**src/sv/kgeg_pkg.sv**
```systemverilog
`timescale 1ns / 1ps
// ----------------------------------------------------------------------------
// Kautz graph edge generator package
// Shared codes, field widths, parameter defaults and the walker status type.
// ----------------------------------------------------------------------------
package kgeg_pkg;

    localparam int DEF_MAX_LETTER  = 7;
    localparam int DEF_MAX_SUFFIX  = 3;
    localparam int DEF_TABLE_DEPTH = 4096;

    localparam int VTX_W  = 12;
    localparam int CNT_W  = 13;
    localparam int KIND_W = 2;
    localparam int CFGM_W = 3;
    localparam int CFGN_W = 2;

    localparam logic OP_BUILD = 1'b0;
    localparam logic OP_EDGE  = 1'b1;

    localparam logic [KIND_W-1:0] KIND_BUILD = 2'd0;
    localparam logic [KIND_W-1:0] KIND_EDGE  = 2'd1;
    localparam logic [KIND_W-1:0] KIND_RANGE = 2'd2;

    localparam logic REG_ALPHABET = 1'b0;
    localparam logic REG_SUFFIX   = 1'b1;

    typedef struct packed {
        logic busy;
        logic done;
    } t_walk_stat;

endpackage

```
**src/sv/kgeg_walker.sv**
```systemverilog
`timescale 1ns / 1ps
// ----------------------------------------------------------------------------
// Kautz graph build walker
// Sizes the string space; if it fits, steps an odometer over every value,
// one per cycle, writing ranks and per-vertex successor basis/last letter.
// ----------------------------------------------------------------------------
module kgeg_walker
    import kgeg_pkg::*;
#(
    parameter int MAX_SUFFIX  = DEF_MAX_SUFFIX,
    parameter int TABLE_DEPTH = DEF_TABLE_DEPTH,
    parameter int DW = 3,
    parameter int NW = 2,
    parameter int AW = 12,
    parameter int CW = 13,
    parameter int PW = 16
) (
    input  logic             i_clk,
    input  logic             i_rst_n,
    input  logic             i_start,
    input  logic [DW-1:0]    i_m,
    input  logic [NW-1:0]    i_n,
    output t_walk_stat       o_stat,
    output logic [CW-1:0]    o_count,
    output logic             o_s2r_we,
    output logic [AW-1:0]    o_s2r_addr,
    output logic [CW-1:0]    o_s2r_data,
    output logic             o_r2s_we,
    output logic [AW-1:0]    o_r2s_addr,
    output logic [DW+AW-1:0] o_r2s_data
);

    localparam logic [1:0] W_IDLE = 2'd0;
    localparam logic [1:0] W_POW  = 2'd1;
    localparam logic [1:0] W_WALK = 2'd2;
    localparam logic [1:0] W_DONE = 2'd3;

    logic [1:0]    r_st;
    logic [PW-1:0] r_pow;
    logic [NW-1:0] r_k;
    logic [DW-1:0] r_dig [0:MAX_SUFFIX];
    logic [AW-1:0] r_v;
    logic [AW-1:0] r_basis;
    logic [CW-1:0] r_rank;
    logic [CW-1:0] r_count;

    logic [DW:0]   w_radix;
    logic [PW-1:0] w_prod;
    logic [PW-1:0] n_pow;
    logic          w_ok;
    logic          w_cin_top;
    logic          w_cout;
    logic [DW-1:0] n_dig [0:MAX_SUFFIX];
    logic [AW-1:0] n_basis;

    assign w_radix = {1'b0, i_m} + 1'b1;
    assign w_prod  = r_pow * PW'(w_radix);
    assign n_pow   = (w_prod > PW'(TABLE_DEPTH)) ? PW'(TABLE_DEPTH + 1) : w_prod;

    always_comb begin
        logic c;
        w_ok = 1'b1;
        for (int k = 1; k <= MAX_SUFFIX; k++) begin
            if (k <= int'(i_n) && r_dig[k] == r_dig[k-1]) begin
                w_ok = 1'b0;
            end
        end
        c = 1'b1;
        w_cin_top = 1'b0;
        w_cout = 1'b0;
        for (int k = 0; k <= MAX_SUFFIX; k++) begin
            n_dig[k] = r_dig[k];
            if (k == int'(i_n)) begin
                w_cin_top = c;
            end
            if (k <= int'(i_n) && c) begin
                if (r_dig[k] == i_m) begin
                    n_dig[k] = '0;
                end else begin
                    n_dig[k] = r_dig[k] + 1'b1;
                    c = 1'b0;
                end
            end
            if (k == int'(i_n)) begin
                w_cout = c;
            end
        end
        n_basis = w_cin_top ? '0 : r_basis + AW'(w_radix);
    end

    always_ff @(posedge i_clk) begin
        if (!i_rst_n) begin
            r_st <= W_IDLE;
            for (int k = 0; k <= MAX_SUFFIX; k++) begin
                r_dig[k] <= '0;
            end
        end else begin
            unique case (r_st)
                W_IDLE: begin
                    if (i_start) begin
                        r_pow <= PW'(1);
                        r_k   <= '0;
                        r_st  <= W_POW;
                    end
                end
                W_POW: begin
                    r_pow <= n_pow;
                    r_k   <= r_k + 1'b1;
                    if (r_k == i_n) begin
                        if (n_pow > PW'(TABLE_DEPTH)) begin
                            r_count <= '0;
                            r_st    <= W_DONE;
                        end else begin
                            for (int k = 0; k <= MAX_SUFFIX; k++) begin
                                r_dig[k] <= '0;
                            end
                            r_v     <= '0;
                            r_basis <= '0;
                            r_rank  <= '0;
                            r_st    <= W_WALK;
                        end
                    end
                end
                W_WALK: begin
                    r_dig   <= n_dig;
                    r_v     <= r_v + 1'b1;
                    r_basis <= n_basis;
                    r_rank  <= r_rank + CW'(w_ok);
                    if (w_cout) begin
                        r_count <= r_rank + CW'(w_ok);
                        r_st    <= W_DONE;
                    end
                end
                W_DONE: begin
                    r_st <= W_IDLE;
                end
                default: begin
                    r_st <= W_IDLE;
                end
            endcase
        end
    end

    assign o_stat.busy = (r_st != W_IDLE);
    assign o_stat.done = (r_st == W_DONE);
    assign o_count     = r_count;

    assign o_s2r_we   = (r_st == W_WALK);
    assign o_s2r_addr = r_v;
    assign o_s2r_data = w_ok ? r_rank + 1'b1 : '0;
    assign o_r2s_we   = (r_st == W_WALK) && w_ok;
    assign o_r2s_addr = r_rank[AW-1:0];
    assign o_r2s_data = {r_dig[0], r_basis};

endmodule

```
**config.mk**
```make
export PLATFORM = sky130hd
export DESIGN_NAME = kgeg_walker
export DESIGN_NICKNAME = d
export VERILOG_FILES = /design/src/sv/kgeg_pkg.sv /design/src/sv/kgeg_walker.sv
export SDC_FILE = /design/constraint.sdc
export NUM_CORES = 1
export LEC_CHECK = 0
export BUFFER_PORTS_ARGS = -buffer_cell sky130_fd_sc_hd__buf_2
export CAP_MARGIN = 5
export CORE_MARGIN = 1
export CORE_UTILIZATION = 40
export CTS_CLUSTER_DIAMETER = 150
export DETAILED_ROUTE_END_ITERATION = 7
export SLEW_MARGIN = 20
export SYNTH_ARGS = -nofsm -noshare
export SYNTH_HDL_FRONTEND = slang
export SYNTH_SLANG_ARGS = --single-unit
```
**constraint.sdc**
```tcl
create_clock -name i_clk -period 16.64 [get_ports i_clk]
set_clock_uncertainty 0.1 [all_clocks]
set_input_delay 1.664 -clock i_clk [delete_from_list [all_inputs] [get_ports i_clk]]
set_output_delay 1.664 -clock i_clk [all_outputs]
set_load 0.05 [all_outputs]
```
==> summary.md <==
| Metric | Value |
|---|---|
| Vias | 4857 |
| VDD IR max | 0.0649 mV |
| Pwr dens | approximately 130 mW/mm² |
| Number of buffers created by CTS | 9 |
| Rows | 45 |
| Finish-stage setup viols | 0 |
| Drt first-iter violations | 254 |
| Post-CTS sizing | 0 |
| Post-CTS Setup Repair Bufs | 0 |
| Core Area | 0.0153 mm² |
| Period utilization | 0.450 |
| Met1 WL | 6.41 mm |
| Distinct cells, synth | 55 |
| Final hold viol count | 0 |
| Vias in the first global route | 4734 |
| Max Cap Viol | 0 |
| Die X | 128 µm |
| TritonCTS clock tree | built |
| Post-synth EDFFs | 68 |
| Final core utilization | 0.464 |
| Die footprint | 0.0163 mm² |
| Critical path required time | 16.52 ns |
| Routed WL | 14.0 mm |
| Setup CP Type | in -> reg |
| Final min period | 7.48 ns |
| Initial antenna violation count | 0 |
| Top fanout value on the critical path | 14 |
| Startpoint Class | input pin |
| Pins over their slew limit | 0 |
| Leak | 3.03 nW |
| Yosys top cell by area | edfxtp_1 |
| Seq cells post-synth | 82 |
| Routability Congestion | 0.843 |
| Final #Nets | 794 |
| Fraction of layout cells with a size suffix above 1 | 0.138 |
| Worst skew pair latency | 0.35 ns |
| Clock sinks | between 80 and 90 |
| Antenna Diode Count | 0 |
| Post-synth top flop | edfxtp_1 |
| Clock-pin slew on the worst setup and hold paths | 0.06 ns |
| Hold EP | r_dig[1]$_SDFFE_PN0P_ |
| Status | finished, final reports clean |
| DRC | 0 |
| Number of vias per cell | ~5.2 |
| Worst-margin pin slew | 1.06 ns |
| Unrepaired setup endpoints after global routing | no |
| First-pass GRT wire length | roughly 23 mm |
| R2r setup slk | 11.32 ns |
| Post-synth top area share | 0.323 |
| Avg WL per Cell | 14.9 µm |
| Grt ovf | 0 |
| Top post-synthesis cells by area | edfxtp_1 (32%), fa_1 (8.2%), ha_1 (6.9%) |
| Fraction of registers with async set/reset | 0 |
| Setup TNS | 0 ns |
| Avg Cell Area, Syn | approximately 9.4 µm² |
| Htree depth | 3 |
| Met2 wire len | 6.86 mm |
| Top routing layer used | met4 |
| All-Layer GR Usage | 0.178 |
| Post-Synthesis Cells | 670 |
| Yosys warns | 0 |
| CP Data Arrival Time | 7.36 ns |
| Cts hold-fix bufs | 0 |
| Sequential fraction of the synthesis area | 0.367 |
| Largest net degree at the start of global routing | 38 |
| Reg-to-Reg Start | r_pow[2]$_SDFFCE_PP0P_ |
| Bufs on Longest Clock Path | 2 |
| Initial core utilization | 0.413 |
| Most frequent cells after synthesis | nor2_1 (76), edfxtp_1 (68), inv_1 (65) |
| Final HPWL DP | a little over 10 mm |
| First-pass DRT Iterations | 5 |
| Critical Path End Type | flop |
| Reg2reg path depth | 14 |
| Slew margin rel. | 0.290 |
| Peak Freq | 0.134 GHz |
| Most frequent cell after synthesis | nor2_1 |
| Hold path depth | 2 |
| Die H | between 100 and 150 µm |
| I/O pin count | just under 80 |
| Mapped Area | 0.00632 mm² |
| Hold Startpoint | r_dig[1]$_SDFFE_PN0P_ |
| Area growth from synthesis to layout | 12.4% |
| Power, Total | between 0.0009 and 0.001 W |
| Reg2reg end | o_count[9]$_DFFE_PP_ |
| IO buf count | 76 |
| Clk root buf | clkbuf_16 |
| Hold Crit Class | reg -> reg |
| ANT nets after route | 0 |
| Routed wl met3 | ~560 µm |
power by group:
part | internal [W] | total, W | switching [W] | leakage (nW)
Combinational | 0.000141 | 0.000433 | 0.000293 | 2.14
Clock | 0.000104 | 0.000194 | 0.0000899 | 0.142
Sequential | 0.000267 | 0.000291 | 0.0000246 | 0.749
critical path: stages:
cell and delay [ns]:
buf_2 0.23, ha_1 0.25, xor2_1 0.84, nand2_1 0.19, fa_1 0.52, fa_1 0.54
fa_1 0.46, nand2b_1 0.18, a21oi_1 0.32, o21ai_0 0.21, xor2_1 0.18, and2_1 0.18
a41o_1 0.31, nand3_1 0.46, o2111a_1 0.79
layout by cell type, fill, tap and decap left out, types with 14 or more instances in the layout:
| master | count |
|---|---|
| nand3_1 | 20 |
| dfxtp_1 | 14 |
| edfxtp_1 | 68 |
| xor2_1 | 36 |
| ha_1 | 35 |
| fa_1 | 26 |
| nand2_1 | 47 |
| buf_2 | 76 |
| and2_1 | 42 |
| a21oi_1 | 31 |
| o21ai_0 | 18 |
| nor2_1 | 76 |
| xnor2_1 | 38 |
| inv_1 | 65 |
cell type report:
type / instances / area [µm²]
Fill cell: 1489 / 8210
Multi-Input combinational cell: 487 / 3560
Sequential cell: 82 / 2320
Timing Repair Buffer: 79 / 423
Tap cell: 211 / 264
Inverter: 66 / 248
Clock buffer: 9 / 225
Clock inverter: 7 / 61.3
cells by family (layout without fill, tap and decap cells):
family          Yosys count  count (layout)  synth area share
buf+inv                 103             161            0.0717
compound gates           87              87            0.0916
flops                    82              82             0.367
xor+xnor                 74              74             0.103
simple gates            254             254             0.202
other cells               1               3          0.000593
fa+ha+maj                61              61             0.152
mux                       8               8            0.0127
routing by layer:
metal  up-vias  track usage
met4         0       0.0450
li1       2349            -
met5         -            0
met3        13       0.0359
met2       107        0.305
met1      2388        0.229
per-stage QoR:
stage          hold WS, ns  instance area [µm²]  instances  setup slack, ns
2_1_floorplan        0.390                 6330        672             8.76
3_5_place_dp         0.431                 6790        924             8.69
6_report             0.449                 7100        941             9.16
4_1_cts              0.440                 7080        940             9.06
3_3_place_gp         0.417                 6790        924             8.83
5_1_grt              0.474                 7100        941             8.79
worst max path at each step:
stage / depth (start not counted) / from / endpoint
floorplan: 18 / i_m[2] / o_s2r_addr[0]$_SDFFCE_PN0P_
global placement: 16 / i_m[0] / r_basis[10]$_SDFFCE_PP0P_
detailed placement: 16 / i_m[0] / r_basis[2]$_SDFFCE_PP0P_
CTS: 16 / i_m[0] / r_rank[2]$_DFFE_PP_
global route: 15 / i_m[0] / o_count[9]$_DFFE_PP_
finish: 15 / i_m[0] / o_count[9]$_DFFE_PP_
sequential cells by signal, summed over array words and instances, names as in the netlist, 3 cells and up:
signal and count:
r_rank 13, o_s2r_addr 12, r_dig 9, o_count 13, o_r2s_data 3, r_basis 12, r_pow 16
Power figures use the tool's default switching activity.
